--- config.mk ---
export PLATFORM = sky130hd
export DESIGN_NAME = wcpu_div
export DESIGN_NICKNAME = d
export VERILOG_FILES = /design/src/wcpu_pkg.sv /design/src/wcpu_div.sv
export SDC_FILE = /design/constraint.sdc
export NUM_CORES = 1
export LEC_CHECK = 0
export BUFFER_PORTS_ARGS = -buffer_cell sky130_fd_sc_hd__buf_2
export CORE_MARGIN = 2
export CORE_UTILIZATION = 55
export DETAILED_ROUTE_END_ITERATION = 10
export PLACE_DENSITY = 0.91
export SYNTH_ARGS = -nofsm -noshare
export SYNTH_HDL_FRONTEND = slang
export SYNTH_SLANG_ARGS = --single-unit
--- constraint.sdc ---
create_clock -name clk -period 5.9 [get_ports clk]
set_input_delay 0.885 -clock clk [delete_from_list [all_inputs] [get_ports clk]]
set_output_delay 0.885 -clock clk [all_outputs]
set_load 0.01 [all_outputs]
--- src/wcpu_pkg.sv ---
// Shared types, constants and helpers of the word CPU step core.
package wcpu_pkg;

    localparam int MEM_WORDS = 65536;
    localparam int MEM_AW    = $clog2(MEM_WORDS);

    // Instruction word fields
    localparam logic [15:0] OP_MASK = 16'h001f;
    localparam logic [15:0] B_MASK  = 16'h03e0;
    localparam logic [15:0] A_MASK  = 16'hfc00;
    localparam int          B_LSB   = 5;
    localparam int          A_LSB   = 10;

    typedef enum logic [1:0] {
        ACT_LOAD = 2'd0,
        ACT_READ = 2'd1,
        ACT_EXEC = 2'd2,
        ACT_NONE = 2'd3
    } action_t;

    typedef enum logic [2:0] {
        STS_OK      = 3'd0,
        STS_ILLEGAL = 3'd1,
        STS_BREAK   = 3'd2,
        STS_HWQ     = 3'd3,
        STS_HWI     = 3'd4,
        STS_INT     = 3'd5
    } status_t;

    typedef enum logic [3:0] {
        ST_CLR, ST_IDLE, ST_RD, ST_FETCH, ST_OPD, ST_OPW, ST_OPR,
        ST_EXEC, ST_DIV, ST_WB, ST_RFI1, ST_RFI2, ST_DONE
    } state_t;

    typedef enum logic [2:0] {
        LK_REG, LK_MEM, LK_SP, LK_PC, LK_EX, LK_LIT
    } loc_kind_t;

    // Basic opcodes
    localparam logic [4:0] OP_SPECIAL = 5'h00;
    localparam logic [4:0] OP_SET = 5'h01;
    localparam logic [4:0] OP_ADD = 5'h02;
    localparam logic [4:0] OP_SUB = 5'h03;
    localparam logic [4:0] OP_MUL = 5'h04;
    localparam logic [4:0] OP_MLI = 5'h05;
    localparam logic [4:0] OP_DIV = 5'h06;
    localparam logic [4:0] OP_DVI = 5'h07;
    localparam logic [4:0] OP_MOD = 5'h08;
    localparam logic [4:0] OP_MDI = 5'h09;
    localparam logic [4:0] OP_AND = 5'h0a;
    localparam logic [4:0] OP_BOR = 5'h0b;
    localparam logic [4:0] OP_XOR = 5'h0c;
    localparam logic [4:0] OP_SHR = 5'h0d;
    localparam logic [4:0] OP_ASR = 5'h0e;
    localparam logic [4:0] OP_SHL = 5'h0f;
    localparam logic [4:0] OP_IFB = 5'h10;
    localparam logic [4:0] OP_IFC = 5'h11;
    localparam logic [4:0] OP_IFE = 5'h12;
    localparam logic [4:0] OP_IFN = 5'h13;
    localparam logic [4:0] OP_IFG = 5'h14;
    localparam logic [4:0] OP_IFA = 5'h15;
    localparam logic [4:0] OP_IFL = 5'h16;
    localparam logic [4:0] OP_IFU = 5'h17;
    localparam logic [4:0] OP_ADX = 5'h1a;
    localparam logic [4:0] OP_SBX = 5'h1b;
    localparam logic [4:0] OP_STI = 5'h1e;
    localparam logic [4:0] OP_STD = 5'h1f;

    // Special opcodes
    localparam logic [4:0] SP_BRK = 5'h00;
    localparam logic [4:0] SP_JSR = 5'h01;
    localparam logic [4:0] SP_TRC = 5'h02;
    localparam logic [4:0] SP_INT = 5'h08;
    localparam logic [4:0] SP_IAG = 5'h09;
    localparam logic [4:0] SP_IAS = 5'h0a;
    localparam logic [4:0] SP_RFI = 5'h0b;
    localparam logic [4:0] SP_IAQ = 5'h0c;
    localparam logic [4:0] SP_HWN = 5'h10;
    localparam logic [4:0] SP_HWQ = 5'h11;
    localparam logic [4:0] SP_HWI = 5'h12;

    // Operand codes
    localparam logic [5:0] OC_IND_REG  = 6'h08;
    localparam logic [5:0] OC_IDX_REG  = 6'h10;
    localparam logic [5:0] OC_PUSHPOP  = 6'h18;
    localparam logic [5:0] OC_PEEK     = 6'h19;
    localparam logic [5:0] OC_PICK     = 6'h1a;
    localparam logic [5:0] OC_SP       = 6'h1b;
    localparam logic [5:0] OC_PC       = 6'h1c;
    localparam logic [5:0] OC_EX       = 6'h1d;
    localparam logic [5:0] OC_NW_IND   = 6'h1e;
    localparam logic [5:0] OC_NW_LIT   = 6'h1f;
    localparam logic [5:0] OC_LIT_BASE = 6'h21;

    typedef struct packed {
        logic        done;
        logic [31:0] quotient;
        logic [15:0] remainder;
    } div_res_t;

    function automatic logic uses_word(input logic [5:0] c);
        return (c >= OC_IDX_REG && c < OC_PUSHPOP) || c == OC_PICK
            || c == OC_NW_IND || c == OC_NW_LIT;
    endfunction

    function automatic logic is_cond(input logic [4:0] op);
        return op >= OP_IFB && op <= OP_IFU;
    endfunction

endpackage

--- src/wcpu_div.sv ---
// Radix-2 restoring divider, 32-bit dividend by 16-bit divisor.
module wcpu_div (
    input  logic              clk,
    input  logic              rst_n,
    input  logic              start,
    input  logic [31:0]       dividend,
    input  logic [15:0]       divisor,
    output wcpu_pkg::div_res_t res
);
    logic [5:0]  cnt_reg, cnt_next;
    logic        busy_reg, busy_next;
    logic        done_reg, done_next;
    logic [31:0] quo_reg, quo_next;
    logic [15:0] rem_reg, rem_next;
    logic [15:0] dvs_reg, dvs_next;
    logic [16:0] trial;

    always_comb
    begin
        cnt_next  = cnt_reg;
        busy_next = busy_reg;
        done_next = 1'b0;
        quo_next  = quo_reg;
        rem_next  = rem_reg;
        dvs_next  = dvs_reg;
        trial     = {rem_reg, quo_reg[31]};
        if (start)
        begin
            busy_next = 1'b1;
            cnt_next  = '0;
            quo_next  = dividend;
            rem_next  = '0;
            dvs_next  = divisor;
        end
        else if (busy_reg)
        begin
            if (trial >= {1'b0, dvs_reg})
            begin
                rem_next = 16'(trial - {1'b0, dvs_reg});
                quo_next = {quo_reg[30:0], 1'b1};
            end
            else
            begin
                rem_next = trial[15:0];
                quo_next = {quo_reg[30:0], 1'b0};
            end
            cnt_next = cnt_reg + 6'd1;
            if (cnt_reg == 6'd31)
            begin
                busy_next = 1'b0;
                done_next = 1'b1;
            end
        end
    end

    always_ff @(posedge clk or negedge rst_n)
    begin
        if (!rst_n)
        begin
            busy_reg <= 1'b0;
            done_reg <= 1'b0;
            cnt_reg  <= '0;
        end
        else
        begin
            busy_reg <= busy_next;
            done_reg <= done_next;
            cnt_reg  <= cnt_next;
        end
    end

    always_ff @(posedge clk)
    begin
        quo_reg <= quo_next;
        rem_reg <= rem_next;
        dvs_reg <= dvs_next;
    end

    assign res.done      = done_reg;
    assign res.quotient  = quo_reg;
    assign res.remainder = rem_reg;
endmodule

Yosys cells after proc, flatten, opt, wreduce, memory -nomap -nowiden --
Cells that the tools add are included.
Operators by class: equal/unequal tests 1, mux-type cells 12, reduce and logical (&&, ||, !) cells 1, $lt $le $gt $ge 1, add/sub/neg operators 2
Operators by type and width (count):
- 32-bit 2-to-1 mux | 2
- 17-bit by 16-bit >= comparator with 1-bit output | 1
- 16-bit 2-to-1 mux | 1
- 16-bit subtractor | 1
- 6-bit 2-to-1 mux | 2
- 1-bit 2-to-1 mux | 7
- 6-bit by 1-bit adder with 6-bit output (second input constant) | 1
- 6-bit by 5-bit == test with 1-bit output (second input constant) | 1
- 2-bit nonzero test | 1
Word-level totals: word-level logic and storage cells 23, register bits after elaboration 72

Depth between registers and ports, before layout --
Gate-level depths: netlist of run 1.
depth after elaboration 4, depth in mapped cells 10, mapped depth without buffers 10

Least setup slack after synthesis of run 1 --
OpenSTA, ideal clock, no wires.
path kind input port to flip-flop, start input port start, end register quo_reg[0] (enable), path buffers 1, slack 3.623 ns, setup time 0.408 ns, arrival 1.868 ns, cell stages on the path 3, path through clkbuf_1 > nor2_1 > inv_1
On the way: word-level cells in the longest chain between the ends 1
Ends and longest elaborated chain:
- start, declared | RTL line wcpu_div.sv:5 | input logic start,
- 2-bit nonzero test (no source line)
- end signal, assigned | RTL line wcpu_div.sv:74 | quo_reg <= quo_next;
- end, declared | RTL line wcpu_div.sv:13 | logic [31:0] quo_reg, quo_next;
No other way between the ends. A chain may end at the register's enable or synchronous reset.

Worst setup path in the final report of run 1 --
start input port start, end register quo_reg[30] (enable)
The elaborated chain is that of the path after synthesis.

==> flow_summary.json, run 1 <==
{
  "first_pass_iters": 4,
  "nNetsFinal": 489,
  "worst_skew_pair.late_latency_ns": 0.36,
  "gr-total-overflow": 0,
  "clockBufferDepth": 2,
  "yosys-top-cells-area": "edfxtp_1 (38%), mux2_2 (9.5%), dfxtp_1 (8.4%)",
  "largest_register_ffs": 32,
  "avgViaCountPerCell": 5.59,
  "cap_violations": 0,
  "final_cells": 505,
  "cp.arrival_ns": 2.91,
  "synthesis.nets": 389,
  "cts_resized": 0,
  "synth_cells": 320,
  "status": "complete, no violations",
  "synth-adder-area-share_pct": 6.13,
  "synth_compound_area_share_pct": 10.4,
  "drt_iter0_markers": 180,
  "crit_path_top_delay_cell": "inv_1",
  "critPathRequiredTime_ns": 5.88,
  "ctsHoldBuffers": 0,
  "grt_antenna_before_repair": 0,
  "utilization_pct": 66.7,
  "crit_start": "start",
  "synth_simple_gate_area_share_pct": 10.6,
  "synth_edf_count": 48,
  "start_util_pct": 56.2,
  "antenna_left": 0,
  "htree_levels": 3,
  "cts_buffers": 9,
  "syn_avg_cell_area_um2": 11.9,
  "dpl.cell_count": 489,
  "vias": 2822,
  "die_area_um2": 7590,
  "gp_congestion": 0.872,
  "synth_xor_area_share_pct": 3.46,
  "slew_violations": 0,
  "rsz0062_at_grt": "false",
  "cpPeakStageDelay_ns": 0.95,
  "start_kind": "primary input",
  "path_class": "in2reg",
  "core_area_um2": 6760,
  "crit_path_end_kind": "flop",
  "diodes": 0,
  "cts_tree": "built",
  "cp_cell_sequence": "buf_2 -> buf_4 -> nor2_1 -> inv_1",
  "clk_pin_slew_worst_paths_ns": 0.08,
  "dpl.hpwl_mm": 5.72,
  "max_freq_mhz": 341,
  "final_common_cell": "buf_2",
  "ys_types": 54,
  "pre_cts_ws_ns": 2.55,
  "ys_warn_count": 0,
  "postCtsSetupBuffers": 0,
  "tns_ns": 0,
  "async_flop_share_pct": 11.1,
  "cp_top_family": "buffers and inverters",
  "pin_count": 100,
  "setup_violations": 0,
  "holdWs_ns": 0.348,
  "die_x_um": 87.1,
  "hold_viol": 0,
  "ys_ff_latch": 72,
  "ys_seq_area_share_pct": 51.6,
  "power.density_nw_per_um2": 381,
  "r2r_start": "busy_reg",
  "hold_path.class": "in2async",
  "die_y_um": 87.1,
  "drcViolationCount": 0,
  "p_leak_uw": 0.00207,
  "synth_area_leader_cell": "edfxtp_1",
  "fin_ws_ns": 2.97,
  "syn_area_um2": 3800,
  "fin_crit_sh_pct": 49.6,
  "path_buf_inv": 3,
  "ir_worst_vdd_v": 0.000264,
  "syn2layout_area_growth_pct": 18.6,
  "synth_mux_area_share_pct": 13.8,
  "slew_headroom_pct": 20.7,
  "drive_above_1_share_pct": 38.1,
  "worst_pin_slew_ns": 1.19,
  "wl_per_cell_um": 15.8,
  "routed_wl_mm": 7.99,
  "first_global_vias": 2837,
  "fin_worst_skew_ns": 0.0126,
  "timing.final.crit_period_ns": 2.93,
  "grt_max_degree": 68,
  "grt.total_usage_pct": 22.3,
  "cts_sinks": 72,
  "port_buffers": 99,
  "worstPathMaxFanout": 67,
  "grt_pass1_wl_mm": 13.0,
  "synth_top_family_by_area": "multiplexers",
  "fp-row-count": 30,
  "synth_top_cell_area_share_pct": 37.9,
  "synth_ff_type": "edfxtp_1",
  "final_cell_mix": "buf_2 (99), edfxtp_1 (48), mux2_2 (32), nor2_1 (26)",
  "clockRootBuffer": "clkbuf_8"
}
-- cells in the mapped netlist (2+ instances only) --
library cell,number
a211oi_1,9
a211oi_2,2
a21boi_0,2
a21oi_1,14
a21oi_2,2
buf_1,2
buf_4,4
clkbuf_1,3
dfrtp_1,8
dfxtp_1,16
edfxtp_1,48
ha_1,17
inv_1,20
mux2_2,32
mux2i_1,15
nand2_1,20
nand2b_1,5
nand3_1,6
nand3b_1,2
nand4_1,3
nor2_1,26
nor2b_1,2
nor3_1,5
o21a_1,2
o21ai_0,5
o21ai_1,7
o31ai_1,2
o41ai_1,2
xnor2_1,9
xor2_1,6
-- through the flow --
step	total power, uW	instance area (um2)
detailed placement	1360	4330
finish	1720	4510
floorplan	1200	3800
global placement	1340	4330
CTS	1720	4510
global route	1820	4510
-- power by group --
part	internal [uW]	total [uW]	leakage (uW)	switching (uW)
logic	310	670	0.00126	360
registers	623	689	0.000730	65.6
clock network	155	359	0.0000822	204
-- final timing paths --
kind	to	slack, ns	depth (start not counted)
max in group asynchronous	cnt_reg[0]	5.38	1
hold / removal	cnt_reg[2]	0.35	1
min in group clk	rem_reg[12]	0.49	2
setup reg to reg	quo_reg[30]	3.32	2
setup / recovery	quo_reg[30]	2.97	4
hold reg to reg	rem_reg[12]	0.49	2
-- cell families after synthesis --
| group | Yosys count |
|---|---|
| AOI/OAI and AO/OA | 56 |
| xor gates and xnor gates | 15 |
| adders and majority gates | 18 |
| buffers and inverters | 31 |
| DFF | 72 |
| muxes | 48 |
| and+or+nand+nor | 80 |
-- per-layer routing --
metal	vias to the layer above	share of wire, %	GRT usage [%]
met1	1342	41	27.0
met3	14	7.5	9.10
li1	1368	-	-
met5	-	0	0
met4	0	2.0	7.69
met2	98	49	36.0
-- layout make-up --
type | count | area, um2
multi-input cells | 217 | 1690
flip-flops and latches | 72 | 1960
repair buffers | 100 | 503
clock buffers | 9 | 124
fillers | 520 | 2250
well taps | 80 | 100
clock inverters | 7 | 53.8
inverters | 20 | 75.1
No activity file was read; power rests on OpenSTA's default activity.
==> inputs of run 2 (changes only) <==
--- a/config.mk
+++ b/config.mk
@@ -7,9 +7,9 @@
 export LEC_CHECK = 0
 export BUFFER_PORTS_ARGS = -buffer_cell sky130_fd_sc_hd__buf_2
 export CORE_MARGIN = 2
-export CORE_UTILIZATION = 55
+export CORE_UTILIZATION = 53
 export DETAILED_ROUTE_END_ITERATION = 10
-export PLACE_DENSITY = 0.91
+export PLACE_DENSITY = 0.88
 export SYNTH_ARGS = -nofsm -noshare
 export SYNTH_HDL_FRONTEND = slang
 export SYNTH_SLANG_ARGS = --single-unit
==> constraint.sdc (replaced) <==
create_clock -name clk -period 2.8 [get_ports clk]
set_input_delay 0.42 -clock clk [delete_from_list [all_inputs] [get_ports clk]]
set_output_delay 0.42 -clock clk [all_outputs]
set_load 0.01 [all_outputs]
==> run 2 against run 1 <==
  * Critical path depth grew 3
  * Register-to-register slack got worse by 3.0 ns
  * Critical path type is now reg2reg
  * Critical endpoint is now rem_reg[0]
  * Highest routed layer unchanged
  * Utilization is 0.054 points higher
  * Setup slack got worse by 2.7 ns
==> flow_summary.json, run 2 (synthesis results as in run 1) <==
{
  "nNetsFinal": 494,
  "port_buffers": 99,
  "wl_per_cell_um": 16.5,
  "crit_path_top_delay_cell": "a2111o_1",
  "vias": 2826,
  "regToRegSetupSlack_ns": 0.28,
  "final_cells": 526,
  "syn2layout_area_growth_pct": 20.7,
  "r2r_end": "rem_reg[0]",
  "start_util_pct": 55.3,
  "grt_pass1_wl_mm": 14.0,
  "tns_ns": 0,
  "dpl.cell_count": 509,
  "grt.total_usage_pct": 23.5,
  "gr-total-overflow": 0,
  "clk_pin_slew_worst_paths_ns": 0.08,
  "combPwrFrac_pct": 38.7,
  "clockRootBuffer": "clkbuf_8",
  "crit_path_end_kind": "flop",
  "max_freq_mhz": 397,
  "cpPeakStageDelay_ns": 0.48,
  "cp_cell_sequence": "ha_1 -> a21oi_1 -> o21ai_1 -> a2111o_1 -> nor2_8 -> mux2_4 -> a211oi_2",
  "cp.arrival_ns": 2.79,
  "drive_above_1_share_pct": 38.4,
  "hold_viol": 0,
  "status": "complete, no violations",
  "drcViolationCount": 0,
  "cp_top_family": "compound AO/OA/AOI/OAI gates",
  "drt_iter0_markers": 272,
  "p_leak_uw": 0.00210,
  "timing.final.crit_period_ns": 2.52,
  "dpl.hpwl_mm": 6.34,
  "p_seq_share_pct": 39.0,
  "cap_violations": 0,
  "die_y_um": 88.7,
  "pin_count": 100,
  "postCtsSetupBuffers": 0,
  "cts_buffers": 9,
  "worstPathMaxFanout": 16,
  "fin_worst_skew_ns": 0.0100,
  "critPathRequiredTime_ns": 3.07,
  "final_cell_area_um2": 4580,
  "whs_path_depth": 1,
  "cts_sinks": 72,
  "ctsHoldBuffers": 1,
  "cts_tree": "built",
  "worst_pin_slew_ns": 0.795,
  "min-delay-start": "divisor[7]",
  "largest_register_ffs": 32,
  "path_buf_inv": 0,
  "slew_headroom_pct": 46.8,
  "placed_area_um2": 4380,
  "antenna_left": 0,
  "avgViaCountPerCell": 5.37,
  "grt_antenna_before_repair": 0,
  "ff2ff_path_depth": 7,
  "ir_worst_vdd_v": 0.000507,
  "p_sw_share_pct": 35.9,
  "first_global_vias": 2922,
  "internal_power_uw": 2380,
  "final_common_cell": "buf_2",
  "gp_congestion": 0.886,
  "grt_max_degree": 38,
  "r2r_start": "rem_reg[9]",
  "slew_violations": 0,
  "hold_path_end": "dvs_reg[7]",
  "diodes": 0,
  "die_area_um2": 7860,
  "first_pass_iters": 4,
  "clockBufferDepth": 2,
  "core_area_um2": 6870,
  "start_kind": "flop",
  "htree_levels": 3,
  "rsz0062_at_grt": "false",
  "fp-row-count": 30,
  "hold_path.class": "in2reg",
  "setup_violations": 0,
  "fin_crit_sh_pct": 90.0,
  "path_depth": 7,
  "cts_resized": 0,
  "power.density_nw_per_um2": 811,
  "worst_skew_pair.late_latency_ns": 0.35,
  "final_cell_mix": "buf_2 (99), edfxtp_1 (48), mux2_2 (32), nor2_1 (26)",
  "power.switching_uw": 1330,
  "clkPwrFrac_pct": 22.3,
  "routed_wl_mm": 8.70,
  "path_class": "reg2reg",
  "die_x_um": 88.7
}
run 2: changes by cell type in the layout (fill, tap and decap cells not counted):
cell | previous run | this run
bufinv_16 | 0 | 1
clkinv_4 | 1 | 0
clkinvlp_4 | 3 | 4
dlygate4sd3_1 | 0 | 1
clkbuf_1 | 0 | 1
buf_4 | 1 | 5
inv_6 | 2 | 1
clkinv_2 | 1 | 0
run 2: routing by layer:
metal  share of wire, %  GRT usage (%)  vias to the layer above  wire length, um
met4               0.99           5.65                        0               86
met2                 53           40.6                       82             4590
li1                   -              -                     1385                -
met5                  0              0                        -                0
met1                 40           29.1                     1350             3520
met3                5.7           6.62                        9              496
run 2: how the worst max path moves through the flow:
| stage | startpoint | end | slack, ns |
|---|---|---|---|
| finish | rem_reg[9] | rem_reg[0] | 0.28 |
| global route | quo_reg[31] | rem_reg[10] | 0.06 |
| CTS | rem_reg[9] | rem_reg[0] | 0.29 |
| detailed placement | quo_reg[31] | rem_reg[10] | 0.32 |
| global placement | rem_reg[9] | rem_reg[0] | 0.38 |
| floorplan | quo_reg[31] | rem_reg[10] | 0.57 |
run 2: final cells by class:
| type | instances | area, um2 |
|---|---|---|
| Fill cell | 519 | 2280 |
| Clock buffer | 10 | 128 |
| Multi-Input combinational cell | 217 | 1690 |
| Sequential cell | 72 | 1960 |
| Inverter | 20 | 75.1 |
| Timing Repair Buffer | 105 | 543 |
| Clock inverter | 6 | 68.8 |
| Tap cell | 96 | 120 |
run 2: power by group through the flow:
stage                     clock network [uW]  logic (uW)  registers, uW
after floorplan                            0        1010           1520
after global placement                     0        1380           1460
after detailed placement                   0        1420           1470
after CTS                                840        1440           1450
after global routing                     888        1580           1470
final                                    831        1440           1450
run 2: per-stage QoR:
stage	setup slack, ns	hold slack [ns]	util (%)	power (uW)
5_1_grt	0.0615	0.226	66.7	3940
3_5_place_dp	0.323	0.271	63.7	2890
3_3_place_gp	0.380	0.268	63.7	2840
4_1_cts	0.293	0.228	66.7	3730
6_report	0.280	0.238	66.7	3720
2_1_floorplan	0.575	0.124	-	2520
